===== src/hw/rtl/ctlt_pkg.sv =====
package ctlt_pkg;

   // queue between front and back
   localparam int QDepth = 2;
   localparam int QAw    = (QDepth > 1) ? $clog2(QDepth) : 1;

   // one output job: up to four bytes, sent from index 0 to last_idx
   typedef struct packed {
      logic [3:0][7:0] bytes;
      logic [1:0]      last_idx;
   } job_type;

   // Latin spelling of one letter, c0 first
   typedef struct packed {
      logic [1:0] len;
      logic [7:0] c0;
      logic [7:0] c1;
      logic [7:0] c2;
   } spell_type;

   localparam logic [7:0] Nul      = 8'h00;
   localparam logic [7:0] CaseDiff = 8'h20;

   function automatic logic [2:0] lead_length(input logic [7:0] b);
      logic [2:0] n;
      if (!b[7])                    n = 3'd1;
      else if (b[7:5] == 3'b110)    n = 3'd2;
      else if (b[7:4] == 4'b1110)   n = 3'd3;
      else if (b[7:3] == 5'b11110)  n = 3'd4;
      else                          n = 3'd1;
      return n;
   endfunction

   function automatic spell_type spell(input logic [4:0] idx);
      spell_type s;
      case (idx)
         5'd0:    s = '{2'd1, "a", Nul, Nul};
         5'd1:    s = '{2'd1, "b", Nul, Nul};
         5'd2:    s = '{2'd1, "v", Nul, Nul};
         5'd3:    s = '{2'd1, "g", Nul, Nul};
         5'd4:    s = '{2'd1, "d", Nul, Nul};
         5'd5:    s = '{2'd1, "e", Nul, Nul};
         5'd6:    s = '{2'd2, "z", "h", Nul};
         5'd7:    s = '{2'd1, "z", Nul, Nul};
         5'd8:    s = '{2'd1, "i", Nul, Nul};
         5'd9:    s = '{2'd1, "y", Nul, Nul};
         5'd10:   s = '{2'd1, "k", Nul, Nul};
         5'd11:   s = '{2'd1, "l", Nul, Nul};
         5'd12:   s = '{2'd1, "m", Nul, Nul};
         5'd13:   s = '{2'd1, "n", Nul, Nul};
         5'd14:   s = '{2'd1, "o", Nul, Nul};
         5'd15:   s = '{2'd1, "p", Nul, Nul};
         5'd16:   s = '{2'd1, "r", Nul, Nul};
         5'd17:   s = '{2'd1, "s", Nul, Nul};
         5'd18:   s = '{2'd1, "t", Nul, Nul};
         5'd19:   s = '{2'd1, "u", Nul, Nul};
         5'd20:   s = '{2'd1, "f", Nul, Nul};
         5'd21:   s = '{2'd2, "k", "h", Nul};
         5'd22:   s = '{2'd2, "t", "s", Nul};
         5'd23:   s = '{2'd2, "c", "h", Nul};
         5'd24:   s = '{2'd2, "s", "h", Nul};
         5'd25:   s = '{2'd3, "s", "c", "h"};
         5'd26:   s = '{2'd0, Nul, Nul, Nul};
         5'd27:   s = '{2'd1, "y", Nul, Nul};
         5'd28:   s = '{2'd0, Nul, Nul, Nul};
         5'd29:   s = '{2'd1, "e", Nul, Nul};
         5'd30:   s = '{2'd2, "y", "u", Nul};
         5'd31:   s = '{2'd2, "y", "a", Nul};
         default: s = '{2'd0, Nul, Nul, Nul};
      endcase
      return s;
   endfunction

endpackage


===== src/hw/rtl/ctlt_front.sv =====
module ctlt_front (
   input  logic              clock,
   input  logic              reset,
   input  logic              in_valid,
   input  logic [7:0]        in_byte,
   input  logic              in_eot,
   output logic              in_ready,
   input  logic              q_full,
   output logic              q_push,
   output ctlt_pkg::job_type q_data
);
   import ctlt_pkg::*;

   logic [1:0] pend_cnt_ff, pend_cnt_in;
   logic [2:0] exp_len_ff, exp_len_in;
   logic [7:0] pend_ff [3];

   logic       take;
   logic [2:0] exp_len;
   logic [2:0] have;
   logic       complete;
   logic [3:0][7:0] chr;
   logic       hit, upper;
   logic [4:0] idx;
   logic [7:0] lead, sec;
   spell_type  sp;
   job_type    raw_job, sp_job;

   assign in_ready = !q_full;
   assign take     = in_valid && in_ready;

   assign exp_len  = (pend_cnt_ff == 2'd0) ? lead_length(in_byte) : exp_len_ff;
   assign have     = {1'b0, pend_cnt_ff} + 3'd1;
   assign complete = have >= exp_len;

   // held bytes first, then the new byte; the fourth slot only ever holds the new byte
   always_comb begin
      for (int k = 0; k < 3; k++) begin
         if (k < int'(pend_cnt_ff)) chr[k] = pend_ff[k];
         else if (k == int'(pend_cnt_ff)) chr[k] = in_byte;
         else chr[k] = Nul;
      end
      chr[3] = (pend_cnt_ff == 2'd3) ? in_byte : Nul;
   end

   // Russian letter decode, two-byte characters only
   assign lead = pend_ff[0];
   assign sec  = in_byte;
   always_comb begin
      hit   = 1'b0;
      upper = 1'b0;
      idx   = 5'd0;
      if (have == 3'd2 && lead == 8'hD0) begin
         if (sec >= 8'h90 && sec <= 8'hAF) begin
            hit = 1'b1; upper = 1'b1; idx = 5'(sec - 8'h90);
         end else if (sec >= 8'hB0 && sec <= 8'hBF) begin
            hit = 1'b1; idx = 5'(sec - 8'hB0);
         end else if (sec == 8'h81) begin
            hit = 1'b1; upper = 1'b1; idx = 5'd5;
         end
      end else if (have == 3'd2 && lead == 8'hD1) begin
         if (sec >= 8'h80 && sec <= 8'h8F) begin
            hit = 1'b1; idx = 5'(sec - 8'h80) + 5'd16;
         end else if (sec == 8'h91) begin
            hit = 1'b1; idx = 5'd5;
         end
      end
   end

   assign sp = spell(idx);

   always_comb begin
      raw_job.bytes    = chr;
      raw_job.last_idx = 2'(have - 3'd1);
      sp_job.bytes[0]  = upper ? (sp.c0 - CaseDiff) : sp.c0;
      sp_job.bytes[1]  = sp.c1;
      sp_job.bytes[2]  = sp.c2;
      sp_job.bytes[3]  = Nul;
      sp_job.last_idx  = sp.len - 2'd1;
   end

   // hard and soft signs spell to nothing: no job
   assign q_push = take && (complete || in_eot) && !(complete && hit && sp.len == 2'd0);
   assign q_data = (complete && hit) ? sp_job : raw_job;

   always_comb begin
      pend_cnt_in = pend_cnt_ff;
      exp_len_in  = exp_len_ff;
      if (take) begin
         if (complete || in_eot) begin
            pend_cnt_in = 2'd0;
            exp_len_in  = 3'd0;
         end else begin
            pend_cnt_in = have[1:0];
            exp_len_in  = exp_len;
         end
      end
   end

   always_ff @(posedge clock) begin
      if (reset) begin
         pend_cnt_ff <= 2'd0;
         exp_len_ff  <= 3'd0;
      end else begin
         pend_cnt_ff <= pend_cnt_in;
         exp_len_ff  <= exp_len_in;
      end
   end

   always_ff @(posedge clock) begin
      if (take && !complete && !in_eot && pend_cnt_ff != 2'd3) begin
         pend_ff[pend_cnt_ff] <= in_byte;
      end
   end

endmodule


===== src/hw/rtl/ctlt_queue.sv =====
module ctlt_queue (
   input  logic              clock,
   input  logic              reset,
   input  logic              push,
   input  ctlt_pkg::job_type push_data,
   output logic              full,
   input  logic              pop,
   output ctlt_pkg::job_type pop_data,
   output logic              empty
);
   import ctlt_pkg::*;

   localparam int CntW = $clog2(QDepth + 1);

   job_type         mem_ff [QDepth];
   logic [QAw-1:0]  wr_ptr_ff, wr_ptr_in;
   logic [QAw-1:0]  rd_ptr_ff, rd_ptr_in;
   logic [CntW-1:0] cnt_ff, cnt_in;
   logic            do_push, do_pop;

   assign full     = cnt_ff == CntW'(QDepth);
   assign empty    = cnt_ff == '0;
   assign do_push  = push && !full;
   assign do_pop   = pop && !empty;
   assign pop_data = mem_ff[rd_ptr_ff];

   function automatic logic [QAw-1:0] bump(input logic [QAw-1:0] p);
      return (p == QAw'(QDepth - 1)) ? '0 : p + 1'b1;
   endfunction

   always_comb begin
      wr_ptr_in = do_push ? bump(wr_ptr_ff) : wr_ptr_ff;
      rd_ptr_in = do_pop  ? bump(rd_ptr_ff) : rd_ptr_ff;
      cnt_in    = cnt_ff + CntW'(do_push) - CntW'(do_pop);
   end

   always_ff @(posedge clock) begin
      if (reset) begin
         wr_ptr_ff <= '0;
         rd_ptr_ff <= '0;
         cnt_ff    <= '0;
      end else begin
         wr_ptr_ff <= wr_ptr_in;
         rd_ptr_ff <= rd_ptr_in;
         cnt_ff    <= cnt_in;
      end
   end

   always_ff @(posedge clock) begin
      if (do_push) begin
         mem_ff[wr_ptr_ff] <= push_data;
      end
   end

endmodule


===== src/hw/rtl/ctlt_back.sv =====
module ctlt_back (
   input  logic              clock,
   input  logic              reset,
   input  logic              q_empty,
   input  ctlt_pkg::job_type q_data,
   output logic              q_pop,
   output logic              out_valid,
   input  logic              out_ready,
   output logic [7:0]        out_byte,
   output logic              out_last
);
   import ctlt_pkg::*;

   job_type    job_ff, job_in;
   logic [1:0] pos_ff, pos_in;
   logic       busy_ff, busy_in;
   logic       take, done;

   assign out_valid = busy_ff;
   assign out_byte  = job_ff.bytes[pos_ff];
   assign out_last  = pos_ff == job_ff.last_idx;

   assign take  = busy_ff && out_ready;
   assign done  = !busy_ff || (take && out_last);
   assign q_pop = done && !q_empty;

   always_comb begin
      job_in  = job_ff;
      pos_in  = pos_ff;
      busy_in = busy_ff;
      if (q_pop) begin
         job_in  = q_data;
         pos_in  = 2'd0;
         busy_in = 1'b1;
      end else if (done) begin
         busy_in = 1'b0;
      end else if (take) begin
         pos_in = pos_ff + 2'd1;
      end
   end

   always_ff @(posedge clock) begin
      if (reset) begin
         busy_ff <= 1'b0;
         pos_ff  <= 2'd0;
      end else begin
         busy_ff <= busy_in;
         pos_ff  <= pos_in;
      end
   end

   always_ff @(posedge clock) begin
      job_ff <= job_in;
   end

endmodule


===== src/hw/rtl/cyrillic_latin_transliterator_core.sv =====
// Cyrillic to Latin transliterator, UTF-8 in, one byte per item each side.
// The item that completes a character is written into the job queue, then
// loaded into the back end before its first output byte is valid.
// Throughput: one input item per cycle while the 2-entry job queue has room;
// output is one byte per cycle while the receiver is ready. Reset clears
// gather state, queue and output valid.
module cyrillic_latin_transliterator_core (
   input  logic       clock,
   input  logic       reset,
   // input channel
   input  logic       req_tvalid,
   output logic       req_tready,
   input  logic [7:0] req_tdata,   // [7:0] text_byte
   input  logic       req_tlast,   // end_of_text
   // result channel
   output logic       rsp_tvalid,
   input  logic       rsp_tready,
   output logic [7:0] rsp_tdata,   // [7:0] out_byte
   output logic       rsp_tlast    // last_of_run
);
   import ctlt_pkg::*;

   // front -> queue
   logic    q_push;
   job_type q_wdata;
   logic    q_full;
   // queue -> back
   logic    q_pop;
   job_type q_rdata;
   logic    q_empty;

   // Front: gathers bytes into characters, decodes Russian letters and
   // builds a job of 1..4 output bytes. Hard/soft signs make no job.
   ctlt_front u_front (
      .clock    (clock),
      .reset    (reset),
      .in_valid (req_tvalid),
      .in_byte  (req_tdata),
      .in_eot   (req_tlast),
      .in_ready (req_tready),
      .q_full   (q_full),
      .q_push   (q_push),
      .q_data   (q_wdata)
   );

   // Short job queue decouples input stalls from output stalls.
   ctlt_queue u_queue (
      .clock     (clock),
      .reset     (reset),
      .push      (q_push),
      .push_data (q_wdata),
      .full      (q_full),
      .pop       (q_pop),
      .pop_data  (q_rdata),
      .empty     (q_empty)
   );

   // Back: walks each job one byte per item, tlast on the job's last byte.
   ctlt_back u_back (
      .clock     (clock),
      .reset     (reset),
      .q_empty   (q_empty),
      .q_data    (q_rdata),
      .q_pop     (q_pop),
      .out_valid (rsp_tvalid),
      .out_ready (rsp_tready),
      .out_byte  (rsp_tdata),
      .out_last  (rsp_tlast)
   );

`ifndef SYNTHESIS
   // front never writes a full queue
   a_no_push_full: assert property (@(posedge clock) disable iff (reset)
      q_push |-> !q_full)
      else $error("job pushed into full queue");

   // a job with bytes left keeps the output valid
   a_job_continues: assert property (@(posedge clock) disable iff (reset)
      (rsp_tvalid && rsp_tready && !rsp_tlast) |=> rsp_tvalid)
      else $error("output dropped mid-job");

   // nothing is shown right after a reset cycle
   a_reset_idle: assert property (@(posedge clock)
      reset |=> !rsp_tvalid)
      else $error("output valid after reset");

   // the back end only pops a job when the queue holds one
   a_pop_nonempty: assert property (@(posedge clock) disable iff (reset)
      q_pop |-> !q_empty)
      else $error("pop from empty queue");
`endif

endmodule


===== config.mk =====
export PLATFORM = sky130hd
export DESIGN_NAME = cyrillic_latin_transliterator_core
export DESIGN_NICKNAME = d
export VERILOG_FILES = /design/src/hw/rtl/ctlt_pkg.sv /design/src/hw/rtl/ctlt_front.sv /design/src/hw/rtl/ctlt_queue.sv /design/src/hw/rtl/ctlt_back.sv /design/src/hw/rtl/cyrillic_latin_transliterator_core.sv
export SDC_FILE = /design/constraint.sdc
export NUM_CORES = 1
export LEC_CHECK = 0
export BUFFER_PORTS_ARGS = -buffer_cell sky130_fd_sc_hd__buf_2
export CORE_MARGIN = 1.5
export CORE_UTILIZATION = 60
export DETAILED_ROUTE_END_ITERATION = 12
export PLACE_DENSITY_LB_ADDON = 0.15
export SYNTH_ARGS = -nofsm -noshare
export SYNTH_HDL_FRONTEND = slang
export SYNTH_SLANG_ARGS = --single-unit

===== constraint.sdc =====
create_clock -name clock -period 12.6 [get_ports clock]
set_input_delay 1.26 -clock clock [delete_from_list [all_inputs] [get_ports clock]]
set_output_delay 1.26 -clock clock [all_outputs]
set_load 0.01 [all_outputs]

==> flow_summary_export.csv <==
group,metric,value,unit
global_route,antenna_found_initial,0,
clock_tree,clk_path_buf_depth,2,
clock_tree,cts_resized,0,
global_route,overflow,0,
placed_design,hpwl,9090,um
clock_tree,post-cts-setup-buffers,0,
synth,synthFlopType,"edfxtp_1",
power,sw_frac_of_total,0.257,
routing,drt_first_iter_violations,381,
timing,setup-tns-final,0,ns
critical_path,cp_cell_sequence,"inv_1 -> ha_1 -> nand4_1 -> nor3_1 -> mux2_2 -> o21a_4 -> inv_4 -> ha_1 -> nand2_1 -> nor2_1 -> o32a_1 -> o221a_4 -> a21oi_4 -> nor2b_2 -> buf_4",
routing,wl,13500,um
timing,hold_slack,0.513,ns
status,status,"completed",
routing,viasPerCell,6.18,
critical_path,crit_type,"reg2reg",
power,p_total,1310,uW
critical_path,critPathLaunchType,"flip-flop",
clock_tree,ctsHoldBuffers,0,
placed_design,dp.cells,636,
power,p_leak,0.00272,uW
power,internal_power,973,uW
global_route,gr-usage-all-layers,0.248,
final_layout,synthToLayoutAreaGrowth,11.7,%
synth,synth_edf_count,126,
global_route,grt_pass1_vias,3848,
die,die_y,108,um
synth,synth_fp_nets,531,
synth,async_flop_share,0,
final_layout,fin_area,0.00735,mm2
synth,synth_cell_type_count,58,
die,start_util,0.612,
timing,fmax,0.205,GHz
clock_tree,clkLatencyLatePin,0.53,ns
power,ir_drop,90.6,uV
final_layout,drive_above_1_share,0.222,
clock_tree,clock-sinks,138,
timing,skew,0.0145,ns
clock_tree,htree_levels,4,
timing,setup_viol,0,
power,power_density,178,mW/mm2
routing,drtPass1Iterations,5,
timing,period_needed,4.87,ns
die,fp-row-count,38,
synth,syn-cell-area,0.00658,mm2
timing,tightest_slew,1.04,ns
timing,drv_slew,0,
critical_path,crit_fanout,34,
synth,yosys_warnings,0,
placed_design,gp_congestion,0.909,
critical_path,crit_path_end_kind,"flip-flop",
routing,wl_per_cell,20.1,um
synth,ys_top_cells_by_area,"edfxtp_1 58%, mux2_2 6.3%, ha_1 4.0%, dfxtp_1 3.7%, mux4_2 2.7%",
clock_tree,clkTransAtPathRegs,0.07,ns
die,die_w,108,um
final_layout,final_cells,668,
routing,dr_total_vias,4125,
die,core_area,0.0107,mm2
power,seq_power_share,0.490,
routing,drc,0,
worst_hold_path,min_path_type,"reg2reg",
global_route,grt_pass1_wl,21300,um
timing,max_slew_margin,0.306,
placed_design,place_area,0.00679,mm2
final_layout,nets,549,
final_layout,antenna_cells,0,
synth,synth_top_cell_area_share,0.575,
die,die_area,0.0116,mm2
power,p_clk_frac,0.349,
critical_path,cp.required,12.77,ns
synth,ys_seq_elements,138,
power,comb_power_share,0.161,
clock_tree,cts_tree,"built",
global_route,grt_max_degree,39,
synth,synth.avg_cell_area,13.2,um2
critical_path,critPathArrivalTime,5.03,ns
critical_path,cp.depth,15,
critical_path,reg2reg_depth,15,
critical_path,crit_family,"compound AO/OA/AOI/OAI gates",
critical_path,crit_path_frequent_cell,"ha_1",
clock_tree,cts_buffers,17,
critical_path,slowest_stage,"dfxtp_1",
worst_hold_path,hold_depth,2,
timing,finalHoldViolCount,0,
timing,rsz0062_at_grt,"false",
synth,postSynthCellCount,497,
routing,antenna_left,0,
timing,fin_crit_sh,0.386,
synth,synth-seq-area-share,0.612,
critical_path,critPathBufInv,3,
critical_path,critPathMaxStageDelay,0.48,ns
die,io_pins,24,
placed_design,port_buffers,23,
flow_run,cap_violations,0,
power,switching_power,336,uW
synth,synth_area_leader_cell,"edfxtp_1",
clock_tree,root_buffer,"clkbuf_8",
-- per-layer routing --
| layer | vias up | global-route usage | wire length [um] |
|---|---|---|---|
| li1 | 1923 | - | - |
| met1 | 2040 | 0.345 | 6170 |
| met2 | 134 | 0.387 | 6440 |
| met3 | 28 | 0.0418 | 504 |
| met4 | 0 | 0.111 | 336 |
| met5 | - | 0 | 0 |
-- cell usage after synthesis (8+ instances only) --
master	number
and3_1	16
ha_1	21
inv_1	11
edfxtp_1	126
nor2_1	45
a211oi_1	8
dfxtp_1	12
mux2_2	37
clkbuf_1	22
nand2_1	36
mux2i_1	12
a21oi_1	35
nor3_1	12
mux4_2	8
-- path summary, 6_finish.rpt --
kind	start	end	slack (ns)
max	u_front.pend_cnt_ff[1]	u_queue.mem_ff[0][2]	7.73
min	u_front.exp_len_ff[0]	u_front.exp_len_ff[0]	0.51
max reg2reg	u_front.pend_cnt_ff[1]	u_queue.mem_ff[0][2]	7.73
min reg2reg	u_front.exp_len_ff[0]	u_front.exp_len_ff[0]	0.51
-- stage by stage --
stage          setup slack (ns)   util
3_3_place_gp               7.50  0.632
6_report                   7.73  0.684
3_5_place_dp               7.43  0.632
2_1_floorplan              6.71      -
4_1_cts                    7.77  0.684
5_1_grt                    7.43  0.684
-- area by class of cell --
class / count / area (um2)
Inverter: 12 / 47.5
Clock buffer: 19 / 432
Sequential cell: 138 / 4020
Timing Repair Buffer: 27 / 145
Tap cell: 140 / 175
Fill cell: 744 / 3400
Multi-Input combinational cell: 319 / 2400
Clock inverter: 13 / 120
-- logic make-up (layout without fill, tap and decap cells) --
| logic type | count (synthesis) | count (layout) | synth area share |
|---|---|---|---|
| AO/OA/AOI/OAI | 85 | 85 | 0.0900 |
| XOR/XNOR | 9 | 9 | 0.0120 |
| adder cells (fa/ha/maj) | 21 | 21 | 0.0400 |
| buffers and inverters | 40 | 71 | 0.0242 |
| flip-flops | 138 | 138 | 0.612 |
| multiplexers | 58 | 58 | 0.111 |
| AND/OR/NAND/NOR | 146 | 146 | 0.111 |
-- tightest hold or removal path, delay by kind of cell, from the launching register on --
| family | cells | cell delay (ns) |
|---|---|---|
| compound gates | 1 | 0.06 |
| flops | 1 | 0.34 |
| simple gates | 1 | 0.08 |
-- power groups by stage --
stage,clock network (uW),logic (uW),registers (uW)
after floorplan,0,158,638
after global placement,0,209,645
after detailed placement,0,212,652
after CTS,462,213,643
after global routing,479,232,650
final,457,211,641
-- sequential cells by signal (all words and copies together) (netlist names) --
name	cells
u_back.job_ff	34
u_back.out_valid	1
u_back.pos_ff	2
u_front.exp_len_ff	3
u_front.pend_cnt_ff	2
u_front.pend_ff	24
u_queue.cnt_ff	2
u_queue.mem_ff	68
u_queue.rd_ptr_ff	1
u_queue.wr_ptr_ff	1
-- cells in the final DEF, fill, tap and decap left out, types with 4 or more instances in the layout --
| cell | instances |
|---|---|
| nand2_1 | 36 |
| nand2b_1 | 4 |
| nor2b_1 | 4 |
| inv_1 | 11 |
| and4_1 | 4 |
| mux2_2 | 37 |
| clkbuf_16 | 16 |
| buf_2 | 23 |
| ha_1 | 21 |
| and2_1 | 7 |
| nor3_1 | 12 |
| and3_1 | 16 |
| a21o_1 | 4 |
| nand4_1 | 5 |
| a31oi_1 | 5 |
| mux4_2 | 8 |
| a211oi_1 | 8 |
| o21ai_0 | 7 |
| nor2_1 | 44 |
| xor2_1 | 7 |
| mux2i_1 | 12 |
| buf_4 | 4 |
| dfxtp_1 | 12 |
| a21oi_1 | 35 |
| edfxtp_1 | 126 |
Note: power is estimated with default switching activity, not from simulation.
